$ cat src/rtl/core/delimiter_line_step_splitter_top_macros.svh
// assertion macros for the delimiter line step splitter
// used by delimiter_line_step_splitter_top, no other dependencies
`ifndef DELIMITER_LINE_STEP_SPLITTER_TOP_MACROS_SVH
`define DELIMITER_LINE_STEP_SPLITTER_TOP_MACROS_SVH

// condition holds at every edge out of reset
`define DLSS_ASSERT_ALWAYS(label, clk, rst, cond, msg) \
   label: assert property (@(posedge clk) disable iff (rst) (cond)) else $error(msg);

// consequent holds in the same cycle as the antecedent
`define DLSS_ASSERT_SAME(label, clk, rst, ante, cons, msg) \
   label: assert property (@(posedge clk) disable iff (rst) (ante) |-> (cons)) else $error(msg);

// consequent holds in the cycle after the antecedent
`define DLSS_ASSERT_NEXT(label, clk, rst, ante, cons, msg) \
   label: assert property (@(posedge clk) disable iff (rst) (ante) |=> (cons)) else $error(msg);

`endif

$ cat src/rtl/core/dlss_pkg.sv
// shared types and constants for the delimiter line step splitter
// no dependencies
`default_nettype none

package dlss_pkg;

   localparam int CHAR_FIELD_BITS = 16;
   localparam int STEP_BITS       = 32;
   localparam int COUNT_BITS      = 16;
   localparam int MATCH_BITS      = 4;

   localparam logic [COUNT_BITS-1:0] MAX_STEPS_RESET = 16'd32;

   localparam logic [7:0] CHAR_TAB   = 8'h09;
   localparam logic [7:0] CHAR_LF    = 8'h0A;
   localparam logic [7:0] CHAR_CR    = 8'h0D;
   localparam logic [7:0] CHAR_SPACE = 8'h20;

   // marker matcher: leading whitespace, count of marker chars, full, fail
   localparam logic [MATCH_BITS-1:0] MATCH_LEAD = 4'd0;
   localparam logic [MATCH_BITS-1:0] MATCH_FULL = 4'd7;
   localparam logic [MATCH_BITS-1:0] MATCH_FAIL = 4'd8;

   localparam int QUEUE_DEPTH = 2;
   localparam int QPTR_BITS   = $clog2(QUEUE_DEPTH);
   localparam int QCOUNT_BITS = $clog2(QUEUE_DEPTH + 1);

   // one queued transaction: optional step result and optional closing result
   typedef struct packed {
      logic                  step_valid;
      logic [STEP_BITS-1:0]  step_start;
      logic [STEP_BITS-1:0]  step_length;
      logic [COUNT_BITS-1:0] step_number;
      logic                  close_valid;
      logic [COUNT_BITS-1:0] close_number;
      logic                  limit;
   } dlss_entry_type;

   // "%<step>"
   function automatic logic [7:0] marker_char(input logic [2:0] idx);
      logic [7:0] code;
      case (idx)
         3'd0: code = 8'h25;
         3'd1: code = 8'h3C;
         3'd2: code = 8'h73;
         3'd3: code = 8'h74;
         3'd4: code = 8'h65;
         3'd5: code = 8'h70;
         3'd6: code = 8'h3E;
         default: code = 8'h00;
      endcase
      return code;
   endfunction

endpackage

`default_nettype wire

$ cat src/rtl/core/dlss_req_if.sv
// input channel of the splitter: one character per transaction
// depends on dlss_pkg
`default_nettype none

interface dlss_req_if;
   logic                                valid;
   logic                                ready;
   logic [dlss_pkg::CHAR_FIELD_BITS-1:0] char_code;
   logic                                last_char;

   modport source (output valid, output char_code, output last_char, input ready);
   modport sink (input valid, input char_code, input last_char, output ready);
endinterface

`default_nettype wire

$ cat src/rtl/core/dlss_rsp_if.sv
// result channel of the splitter: step or closing result per transaction
// depends on dlss_pkg
`default_nettype none

interface dlss_rsp_if;
   logic                            valid;
   logic                            ready;
   logic [dlss_pkg::STEP_BITS-1:0]  step_start;
   logic [dlss_pkg::STEP_BITS-1:0]  step_length;
   logic [dlss_pkg::COUNT_BITS-1:0] step_number;
   logic                            end_of_input;
   logic                            limit_hit;
   logic                            final_result;

   modport source (output valid, output step_start, output step_length, output step_number,
                   output end_of_input, output limit_hit, output final_result, input ready);
   modport sink (input valid, input step_start, input step_length, input step_number,
                 input end_of_input, input limit_hit, input final_result, output ready);
endinterface

`default_nettype wire

$ cat src/rtl/core/delimiter_line_step_splitter_top.sv
// a result is written into the result queue when its character is accepted
// throughput: one character per cycle; a step plus closing result is offered as two
//   output transactions, and the input stalls while both result queue entries wait
// reset: synchronous, active high; clears stream state and the queue,
//   max_steps returns to 32
// depends on dlss_pkg, dlss_req_if, dlss_rsp_if and the macros header
`default_nettype none
`include "delimiter_line_step_splitter_top_macros.svh"

module delimiter_line_step_splitter_top #(
   parameter int POS_BITS  = 32,
   parameter int CHAR_BITS = 16
) (
   input  wire logic                            clock,
   input  wire logic                            reset,
   dlss_req_if.sink                             req_chan,
   dlss_rsp_if.source                           rsp_chan,
   input  wire logic                            csr_write_enable,
   input  wire logic [dlss_pkg::COUNT_BITS-1:0] csr_write_data
);
   import dlss_pkg::*;

   logic [POS_BITS-1:0]   char_position_ff, char_position_in;
   logic [POS_BITS-1:0]   step_begin_ff, step_begin_in;
   logic [POS_BITS-1:0]   line_begin_ff, line_begin_in;
   logic                  step_has_text_ff, step_has_text_in;
   logic                  line_has_text_ff, line_has_text_in;
   logic                  prev_line_crlf_ff, prev_line_crlf_in;
   logic                  cr_just_seen_ff, cr_just_seen_in;
   logic                  stopped_ff, stopped_in;
   logic [MATCH_BITS-1:0] match_ff, match_in;
   logic [COUNT_BITS-1:0] steps_ff, steps_in;
   logic [COUNT_BITS-1:0] max_steps_ff, max_steps_in;

   dlss_entry_type        queue_ff [QUEUE_DEPTH];
   logic [QPTR_BITS-1:0]  wr_ptr_ff, wr_ptr_in;
   logic [QPTR_BITS-1:0]  rd_ptr_ff, rd_ptr_in;
   logic [QCOUNT_BITS-1:0] count_ff, count_in;
   logic                  phase_ff, phase_in;

   logic [CHAR_BITS-1:0]  ch;
   logic                  accept, last, is_lf, is_cr, is_ws, active;
   logic [MATCH_BITS-1:0] match_new, match_eff;
   logic                  line_text_eff, do_end, end_full;
   logic [POS_BITS-1:0]   next_pos, len_raw, len_dec, len_a, len_b;
   logic                  offer_a, emit_a, stop_a, offer_b, emit_b, stop_b;
   logic [POS_BITS-1:0]   step_begin_1;
   logic                  step_text_1, clear_step;
   logic [COUNT_BITS-1:0] steps_1, steps_final;
   logic                  stop_final;
   dlss_entry_type        entry, head;
   logic                  push, show_step, pop_sub, pop_item;

   // character decode
   assign accept = req_chan.valid && req_chan.ready;
   assign last   = req_chan.last_char;
   assign ch     = CHAR_BITS'(req_chan.char_code);
   assign is_lf  = (ch == CHAR_BITS'(CHAR_LF));
   assign is_cr  = (ch == CHAR_BITS'(CHAR_CR));
   assign is_ws  = (ch >= CHAR_BITS'(CHAR_TAB) && ch <= CHAR_BITS'(CHAR_CR))
                   || ch == CHAR_BITS'(CHAR_SPACE);
   assign active = !stopped_ff;

   // delimiter matcher
   always_comb begin
      if (match_ff == MATCH_LEAD) begin
         if (is_ws) match_new = MATCH_LEAD;
         else if (ch == CHAR_BITS'(marker_char(3'd0))) match_new = MATCH_LEAD + 4'd1;
         else match_new = MATCH_FAIL;
      end else if (match_ff < MATCH_FULL) begin
         match_new = (ch == CHAR_BITS'(marker_char(match_ff[2:0]))) ? match_ff + 4'd1
                                                                     : MATCH_FAIL;
      end else if (match_ff == MATCH_FULL) begin
         match_new = is_ws ? MATCH_FULL : MATCH_FAIL;
      end else begin
         match_new = MATCH_FAIL;
      end
   end

   // line end handling, at LF or at the last character
   assign next_pos      = char_position_ff + POS_BITS'(1);
   assign do_end        = is_lf || last;
   assign match_eff     = is_lf ? match_ff : match_new;
   assign line_text_eff = is_lf ? line_has_text_ff : (line_has_text_ff || !is_ws);
   assign end_full      = do_end && (match_eff == MATCH_FULL);

   // drop the LF or CRLF ahead of the delimiter line
   assign len_raw = line_begin_ff - step_begin_ff;
   assign len_dec = len_raw - POS_BITS'(1);
   always_comb begin
      if (len_raw == '0) len_a = len_raw;
      else if (len_dec != '0 && prev_line_crlf_ff) len_a = len_dec - POS_BITS'(1);
      else len_a = len_dec;
   end

   assign offer_a = end_full && step_has_text_ff;
   assign emit_a  = offer_a && (steps_ff < max_steps_ff);
   assign stop_a  = offer_a && (steps_ff >= max_steps_ff);

   assign clear_step   = end_full && !stop_a;
   assign step_begin_1 = clear_step ? next_pos : step_begin_ff;
   always_comb begin
      if (clear_step) step_text_1 = 1'b0;
      else if (do_end && !end_full && line_text_eff) step_text_1 = 1'b1;
      else step_text_1 = step_has_text_ff;
   end
   assign steps_1 = steps_ff + COUNT_BITS'(emit_a);

   // closing step at the last character
   assign offer_b = last && !stop_a && step_text_1;
   assign emit_b  = offer_b && (steps_1 < max_steps_ff);
   assign stop_b  = offer_b && (steps_1 >= max_steps_ff);
   assign len_b   = next_pos - step_begin_1;

   assign stop_final  = stopped_ff || (stop_a || stop_b);
   assign steps_final = active ? steps_1 + COUNT_BITS'(emit_b) : steps_ff;

   always_comb begin
      entry = '0;
      entry.step_valid   = active && (emit_a || emit_b);
      entry.step_start   = emit_a ? STEP_BITS'(step_begin_ff) : STEP_BITS'(step_begin_1);
      entry.step_length  = emit_a ? STEP_BITS'(len_a) : STEP_BITS'(len_b);
      entry.step_number  = emit_a ? steps_ff : steps_1;
      entry.close_valid  = last;
      entry.close_number = steps_final;
      entry.limit        = stop_final;
   end
   assign push = accept && (entry.step_valid || entry.close_valid);

   // stream state update
   always_comb begin
      char_position_in  = char_position_ff;
      step_begin_in     = step_begin_ff;
      line_begin_in     = line_begin_ff;
      step_has_text_in  = step_has_text_ff;
      line_has_text_in  = line_has_text_ff;
      prev_line_crlf_in = prev_line_crlf_ff;
      cr_just_seen_in   = cr_just_seen_ff;
      stopped_in        = stopped_ff;
      match_in          = match_ff;
      steps_in          = steps_ff;
      if (accept) begin
         if (last) begin
            char_position_in  = '0;
            step_begin_in     = '0;
            line_begin_in     = '0;
            step_has_text_in  = 1'b0;
            line_has_text_in  = 1'b0;
            prev_line_crlf_in = 1'b0;
            cr_just_seen_in   = 1'b0;
            stopped_in        = 1'b0;
            match_in          = MATCH_LEAD;
            steps_in          = '0;
         end else if (active) begin
            char_position_in  = next_pos;
            step_begin_in     = step_begin_1;
            step_has_text_in  = step_text_1;
            line_begin_in     = is_lf ? next_pos : line_begin_ff;
            line_has_text_in  = is_lf ? 1'b0 : line_text_eff;
            prev_line_crlf_in = is_lf ? cr_just_seen_ff : prev_line_crlf_ff;
            match_in          = is_lf ? MATCH_LEAD : match_new;
            cr_just_seen_in   = is_cr;
            stopped_in        = stop_a;
            steps_in          = steps_1;
         end
      end
   end

   assign max_steps_in = csr_write_enable ? csr_write_data : max_steps_ff;

   // result queue, one entry per transaction that yields results
   assign head      = queue_ff[rd_ptr_ff];
   assign show_step = head.step_valid && !phase_ff;
   assign pop_sub   = rsp_chan.valid && rsp_chan.ready;
   assign pop_item  = pop_sub && (!show_step || !head.close_valid);

   always_comb begin
      wr_ptr_in = push ? wr_ptr_ff + QPTR_BITS'(1) : wr_ptr_ff;
      rd_ptr_in = pop_item ? rd_ptr_ff + QPTR_BITS'(1) : rd_ptr_ff;
      count_in  = count_ff + QCOUNT_BITS'(push) - QCOUNT_BITS'(pop_item);
      if (pop_sub && show_step && head.close_valid) phase_in = 1'b1;
      else if (pop_item) phase_in = 1'b0;
      else phase_in = phase_ff;
   end

   assign req_chan.ready = (count_ff != QCOUNT_BITS'(QUEUE_DEPTH));

   assign rsp_chan.valid        = (count_ff != '0);
   assign rsp_chan.step_start   = show_step ? head.step_start : '0;
   assign rsp_chan.step_length  = show_step ? head.step_length : '0;
   assign rsp_chan.step_number  = show_step ? head.step_number : head.close_number;
   assign rsp_chan.end_of_input = !show_step;
   assign rsp_chan.limit_hit    = show_step ? 1'b0 : head.limit;
   assign rsp_chan.final_result = show_step ? !head.close_valid : 1'b1;

   always_ff @(posedge clock) begin
      if (reset) begin
         char_position_ff  <= '0;
         step_begin_ff     <= '0;
         line_begin_ff     <= '0;
         step_has_text_ff  <= 1'b0;
         line_has_text_ff  <= 1'b0;
         prev_line_crlf_ff <= 1'b0;
         cr_just_seen_ff   <= 1'b0;
         stopped_ff        <= 1'b0;
         match_ff          <= MATCH_LEAD;
         steps_ff          <= '0;
         max_steps_ff      <= MAX_STEPS_RESET;
         wr_ptr_ff         <= '0;
         rd_ptr_ff         <= '0;
         count_ff          <= '0;
         phase_ff          <= 1'b0;
      end else begin
         char_position_ff  <= char_position_in;
         step_begin_ff     <= step_begin_in;
         line_begin_ff     <= line_begin_in;
         step_has_text_ff  <= step_has_text_in;
         line_has_text_ff  <= line_has_text_in;
         prev_line_crlf_ff <= prev_line_crlf_in;
         cr_just_seen_ff   <= cr_just_seen_in;
         stopped_ff        <= stopped_in;
         match_ff          <= match_in;
         steps_ff          <= steps_in;
         max_steps_ff      <= max_steps_in;
         wr_ptr_ff         <= wr_ptr_in;
         rd_ptr_ff         <= rd_ptr_in;
         count_ff          <= count_in;
         phase_ff          <= phase_in;
      end
   end

   always_ff @(posedge clock) begin
      if (push) begin
         queue_ff[wr_ptr_ff] <= entry;
      end
   end

   `DLSS_ASSERT_ALWAYS(a_queue_bound, clock, reset,
      count_ff <= QCOUNT_BITS'(QUEUE_DEPTH), "result queue overflow")
   `DLSS_ASSERT_NEXT(a_stream_cleared, clock, reset, accept && last,
      char_position_ff == '0 && steps_ff == '0 && !stopped_ff, "stream not cleared")
   `DLSS_ASSERT_SAME(a_no_step_when_stopped, clock, reset, stopped_ff,
      !(push && entry.step_valid), "step result after limit")
   `DLSS_ASSERT_SAME(a_phase_has_pair, clock, reset, phase_ff,
      count_ff != '0 && head.step_valid && head.close_valid, "closing phase without pair")

endmodule

`default_nettype wire
$ cat src/flat_wrapper.sv
// flat-port wrapper written by rule: the top's interface ports become plain ports
module delimiter_line_step_splitter_top_flat import dlss_pkg::*;
#(
   parameter int POS_BITS  = 32,
   parameter int CHAR_BITS = 16
)
  (clock, reset, csr_write_enable, csr_write_data, req_chan_valid, req_chan_char_code, req_chan_last_char, req_chan_ready, rsp_chan_valid, rsp_chan_step_start, rsp_chan_step_length, rsp_chan_step_number, rsp_chan_end_of_input, rsp_chan_limit_hit, rsp_chan_final_result, rsp_chan_ready);
  dlss_req_if req_chan_i ();
  dlss_rsp_if rsp_chan_i ();
  input  wire logic clock;
  input  wire logic reset;
  input  wire logic csr_write_enable;
  input  wire logic [dlss_pkg::COUNT_BITS-1:0] csr_write_data;
  input wire logic [$bits(req_chan_i.valid)-1:0] req_chan_valid;
  input wire logic [$bits(req_chan_i.char_code)-1:0] req_chan_char_code;
  input wire logic [$bits(req_chan_i.last_char)-1:0] req_chan_last_char;
  output wire logic [$bits(req_chan_i.ready)-1:0] req_chan_ready;
  output wire logic [$bits(rsp_chan_i.valid)-1:0] rsp_chan_valid;
  output wire logic [$bits(rsp_chan_i.step_start)-1:0] rsp_chan_step_start;
  output wire logic [$bits(rsp_chan_i.step_length)-1:0] rsp_chan_step_length;
  output wire logic [$bits(rsp_chan_i.step_number)-1:0] rsp_chan_step_number;
  output wire logic [$bits(rsp_chan_i.end_of_input)-1:0] rsp_chan_end_of_input;
  output wire logic [$bits(rsp_chan_i.limit_hit)-1:0] rsp_chan_limit_hit;
  output wire logic [$bits(rsp_chan_i.final_result)-1:0] rsp_chan_final_result;
  input wire logic [$bits(rsp_chan_i.ready)-1:0] rsp_chan_ready;
  assign req_chan_i.valid = req_chan_valid;
  assign req_chan_i.char_code = req_chan_char_code;
  assign req_chan_i.last_char = req_chan_last_char;
  assign req_chan_ready = req_chan_i.ready;
  assign rsp_chan_valid = rsp_chan_i.valid;
  assign rsp_chan_step_start = rsp_chan_i.step_start;
  assign rsp_chan_step_length = rsp_chan_i.step_length;
  assign rsp_chan_step_number = rsp_chan_i.step_number;
  assign rsp_chan_end_of_input = rsp_chan_i.end_of_input;
  assign rsp_chan_limit_hit = rsp_chan_i.limit_hit;
  assign rsp_chan_final_result = rsp_chan_i.final_result;
  assign rsp_chan_i.ready = rsp_chan_ready;
  delimiter_line_step_splitter_top #(.POS_BITS(POS_BITS), .CHAR_BITS(CHAR_BITS)) u_core (.clock(clock), .reset(reset), .req_chan(req_chan_i), .rsp_chan(rsp_chan_i), .csr_write_enable(csr_write_enable), .csr_write_data(csr_write_data));
endmodule
$ cat config.mk
export PLATFORM = sky130hd
export DESIGN_NAME = delimiter_line_step_splitter_top_flat
export DESIGN_NICKNAME = d
export VERILOG_FILES = /design/src/rtl/core/dlss_pkg.sv /design/src/rtl/core/dlss_req_if.sv /design/src/rtl/core/dlss_rsp_if.sv /design/src/rtl/core/delimiter_line_step_splitter_top.sv /design/src/flat_wrapper.sv
export VERILOG_INCLUDE_DIRS = /design/src /design/src/rtl/core
export SDC_FILE = /design/constraint.sdc
export NUM_CORES = 1
export LEC_CHECK = 0
export BUFFER_PORTS_ARGS = -buffer_cell sky130_fd_sc_hd__clkbuf_2
export CORE_MARGIN = 2
export CORE_UTILIZATION = 40
export CTS_CLUSTER_DIAMETER = 80
export CTS_CLUSTER_SIZE = 25
export DETAILED_ROUTE_END_ITERATION = 8
export GPL_TIMING_DRIVEN = 0
export PLACE_DENSITY_LB_ADDON = 0.05
export SKIP_LAST_GASP = 1
export SLEW_MARGIN = 20
export SYNTH_ARGS = -nofsm -noshare
export SYNTH_HDL_FRONTEND = slang
export SYNTH_SLANG_ARGS = --single-unit
$ cat constraint.sdc
create_clock -name clock -period 31.6 [get_ports clock]
set_input_delay 1.58 -clock clock [delete_from_list [all_inputs] [get_ports clock]]
set_output_delay 1.58 -clock clock [all_outputs]
set_load 0.01 [all_outputs]
* Word-level counts from Yosys, hierarchy flattened
Memory sizes are Yosys's and may differ from the RTL's. A register that Yosys moved wholly into a read port is not among the register bits.
Index checks and enable logic that the tools add are counted.
** Storage, ports and cells
- Bits in registers :: 142
- Memory bits (writable) :: 198
- Logic and storage cells :: 151
- Output and inout port bits :: 85
- Memories :: 1
** Memories
- u_core.queue_ff :: words 2, width 99, rd ports 1, clocked after Yosys merged registers in 1, write ports 1, RTL line delimiter_line_step_splitter_top.sv:35 : dlss_entry_type queue_ff [QUEUE_DEPTH];
** Operators by class
- Equal/unequal tests :: 15
- Mux-type cells :: 56
- $add $sub $neg :: 12
- Reductions and logical operators :: 45
- Order comparisons :: 7
** Operator list (count)
- $mux 32 :: 14
- $mux 16 :: 5
- $sub 32x1->32 const B :: 2
- $sub 32x32->32 :: 2
- $pmux 7 s7 :: 1
- $mux 4 :: 11
- $add 16x1->16 :: 2
- $add 32x1->32 const B :: 1
- $eq 16x4->1 const B :: 2
- $eq 16x6->1 const B :: 2
- $ge 16x16->1 :: 2
- $logic_not 32->1 :: 1
- $lt 16x16->1 :: 2
- $reduce_bool 32->1 :: 1
- $mux 1 :: 23
- $logic_and 1x1->1 :: 21
- $eq 16x8->1 :: 1
- $ge 16x4->1 const B :: 1
- $le 16x4->1 const B :: 1
- $mux 8 :: 2
- $eq 3x3->1 const B :: 3
- $eq 4x3->1 const B :: 2
- $logic_or 1x1->1 :: 8
- $logic_not 1->1 :: 7
- 13 further kinds :: 18

* Depth between registers and ports, before layout
- Depth after elaboration :: 24
- Gate-level depth with buffers :: 42
- Gate-level depth less buffers :: 36

* Worst setup path after synthesis
No wires, ideal clock.
- Path type :: input to register
- Start :: in req_chan_char_code[9]
- End :: mem u_core.queue_ff[0][0] (netlist bit) (enable)
- Stages on the path :: 13
- Data arrival time :: 10.672 ns
- Path slack :: 20.250 ns
- Buffers on the path :: 1
- Path through :: nor4_1 -> nand3_1 -> nor4_1 -> o211a_1 -> a31oi_1 -> nor3_1 -> nand2_1 -> o41ai_1 -> nand3_1 -> inv_1 -> clkbuf_1 -> a21oi_1 -> nor3_1
** Between the ends
- Word-level cells in the longest chain between the ends :: 23
- Elaborated cells between the ends (all ways) :: 43
- Those cells by class :: 1 x add/sub; 3 x order compare; 5 x eq/ne; 13 x mux; 21 x reduce/logical
** Ends and longest elaborated chain
- start: declaration :: RTL line flat_wrapper.sv:15 : input wire logic [$bits(req_chan_i.char_code)-1:0] req_chan_char_code;
- parallel branches: the longest is 17 deep, another holds $ge 16x4->1
- $logic_or 1x1->1 (*) :: RTL line delimiter_line_step_splitter_top.sv:120 : entry.step_valid = active && (emit_a || emit_b);
- $logic_and 1x1->1 (*) :: RTL line delimiter_line_step_splitter_top.sv:120
- $logic_or 1x1->1 (*) :: RTL line delimiter_line_step_splitter_top.sv:128 : assign push = accept && (entry.step_valid || entry.close_valid);
- $logic_and 1x1->1 (*) :: RTL line delimiter_line_step_splitter_top.sv:128
- $mux 1 (*) :: RTL line delimiter_line_step_splitter_top.sv:233 : if (push) begin
- $mux 1 (implied by the code) (*) :: RTL line delimiter_line_step_splitter_top.sv:234 : queue_ff[wr_ptr_ff] <= entry;
- end: declaration :: RTL line delimiter_line_step_splitter_top.sv:35
Every way passes the cells marked *.

==> impl_metrics.toml <==
[critical_path]
required_ns = 32.00
cp_max_fo = 10
r2r-start = "u_core.match_ff[2]"
worstPathArrival_ns = 12.29
reg2reg_depth = 42
cp-start-kind = "primary input"
worstReg2RegEnd = "u_core.queue_ff[1][15]"
cp_slowest_cell = "clkbuf_1"
ff2ff_setup_slack_ns = 19.93
path_class = "primary input to flip-flop"
crit_start = "req_chan_char_code[9]"
cpPeakStageDelay_ns = 0.80
endpoint = "u_core.queue_ff[1][15]"
cp-end-kind = "flip-flop"

[sta]
setup_violations = 0
min_period_over_period_pct = 37.6
setup_tns_ns = 0
slew_headroom_pct = 22.2
rsz0062_at_grt = "false"
hold_viol_final = 0
slew_viol_final = 0
finalClockSkew_ns = 0.0306
fin_crit_ns = 11.89
max_clock_freq_ghz = 0.0841
worstMarginPinSlew_ns = 1.15

[floorplan]
core_sq_um = 52800
fp.dieH_um = 235
row_count = 84
boundaryPins = 123
die_w_um = 235
initial_core_util_pct = 40.6
dieArea_sq_um = 55400

[flow_run]
maxCapViolations = 0

[clock_network]
path_clk_slew_ns = 0.10
clockBufferDepth = 3
numCtsBuffers = 26
tritoncts = "done"
holdBufCountCts = 0
h-tree-depth = 1
cts.sink_count = 341
cts_resized = 0
clock-root-buffer = "clkbuf_16"
clock_latency_ns = 0.60
postCtsSetupRepairBufs = 0

[layout]
nets = 2686
final-instance-count-excl-fill = 3240
num_antenna_cells = 0
drive_gt1_share_pct = 9.52
final_cell_mix = "nor2_1, nand2_1, edfxtp_1"
final_util_pct = 45.6
final_common_cell = "nor2_1"
area_delta_synth_final_pct = 12.2

[drt]
ant_nets = 0
drc_errors = 0
drt_iter0_drc = 1348
wl_um = 68200
routedWlPerCell_um = 21.0
vias = 18214
drt-vias-per-instance = 5.62
dr.pass1.iters = 5

[global_routing]
overflow = 0
grt_pass1_wl_um = 104000
grt_pass1_vias = 17163
grtUsageTotal_pct = 24.2
grt_antenna_before_repair = 3
grt_max_degree = 48

[power]
p_leak_nw = 9.55
ir_worst_vdd_uv = 42.6
pwr_density_cell_nw_per_um2 = 46.4

[synthesis]
ys_warn_count = 0
seq_area_frac_synth_pct = 41.1
synth_edf_count = 198
synth-seq-cells = 341
syn_area_sq_um = 21400
async_reset_ff_share_pct = 0
syn_area_per_cell_sq_um = 9.04
syn_nets = 2524
ys.flop_type = "edfxtp_1"
netlist_instances = 2371
synth.distinct_cells = 82

[placed_design]
dp_hpwl_um = 53400
gp_congestion = 0.906
post-place-cells = 3193
port_buffers = 119

[outcome]
status = "completed"

[worst_hold_path]
hold_path_class = "flip-flop to flip-flop"
Yosys cell counts (23+ instances only):
library cell  count  area share [%]
a21o_1           34             1.2
a21oi_1         105             2.5
a22oi_1          66             2.3
and3_1           41             1.2
clkbuf_1        110             1.9
dfxtp_1         143              13
edfxtp_1        198              28
ha_1            113             6.6
inv_1           136             2.4
mux2i_1          91             4.3
nand2_1         210             3.7
nand3_1          50             1.2
nand4_1          25            0.73
nor2_1          304             5.3
nor3_1           55             1.3
nor4_1           24            0.70
o21ai_0         171             4.0
o22ai_1          23            0.67
xnor2_1         120             4.9
xor2_1           66             2.7
worst max-delay path: cells and delay by family:
family / cells / cell delay (ns)
XOR/XNOR: 2 / 0.63
AND/OR/NAND/NOR: 20 / 4.85
AO/OA/AOI/OAI: 5 / 1.16
adder cells (fa/ha/maj): 5 / 1.25
buffers and inverters: 8 / 2.76
sequential cells by signal (all words and copies together) (netlist names), named ones only:
register                  count
u_core.queue_ff             198
u_core.match_ff               4
u_core.line_begin_ff         32
u_core.phase_ff               1
u_core.count_ff               2
u_core.steps_ff              16
u_core.char_position_ff      32
u_core.step_begin_ff         32
u_core.line_has_text_ff       1
u_core.max_steps_ff          16
u_core.wr_ptr_ff              1
u_core.cr_just_seen_ff        1
u_core.rd_ptr_ff              1
u_core.stopped_ff             1
u_core.prev_line_crlf_ff      1
u_core.step_has_text_ff       1
through the flow:
stage	hold slack [ns]	instance area [sq um]	total power, mW	worst slack (ns)
final	0.472	24000	1.11	19.71
after global routing	0.505	24000	1.17	18.88
after CTS	0.475	24000	1.13	19.86
after detailed placement	0.454	23100	0.751	19.28
after global placement	0.449	22900	0.752	13.47
after floorplan	0.425	21400	0.654	20.25
per-layer routing:
layer	part of all wire, %	vias to the layer above	GRT usage (%)
li1	-	8810	-
met1	46	8811	33.8
met2	45	499	38.3
met3	6.1	94	3.69
met4	3.5	0	8.32
met5	0	-	0
logic make-up after synthesis:
logic type / share of synthesized area [%]
buf+inv: 4.74
simple gates: 18.0
fa+ha+maj: 6.79
mux: 6.09
compound gates: 15.7
xor+xnor: 7.60
flops: 41.1
worst min-delay path by stage:
| stage | startpoint | endpoint | slack (ns) | cells after the start |
|---|---|---|---|---|
| after floorplan | u_core.line_begin_ff[0] | u_core.line_begin_ff[0] | 0.43 | 2 |
| after global placement | u_core.line_begin_ff[23] | u_core.line_begin_ff[23] | 0.45 | 2 |
| after detailed placement | u_core.line_begin_ff[0] | u_core.line_begin_ff[0] | 0.45 | 2 |
| after CTS | u_core.line_begin_ff[13] | u_core.line_begin_ff[13] | 0.47 | 2 |
| after global routing | u_core.line_begin_ff[14] | u_core.line_begin_ff[14] | 0.50 | 2 |
| final | u_core.line_begin_ff[17] | u_core.line_begin_ff[17] | 0.47 | 2 |
where the power goes:
part / switching (mW) / internal (mW)
combinational: 0.154 / 0.0835
sequential: 0.00667 / 0.493
clock: 0.202 / 0.175
total: 0.363 / 0.752
layout make-up:
cell class,instances,area (sq um)
fillers,5224,28700
multi-input cells,1764,11600
flip-flops and latches,341,8810
well taps,688,861
repair buffers,134,759
clock buffers,29,693
inverters,137,514
plain buffers,129,504
clock inverters,18,290
(Power assumes the default switching activity.)
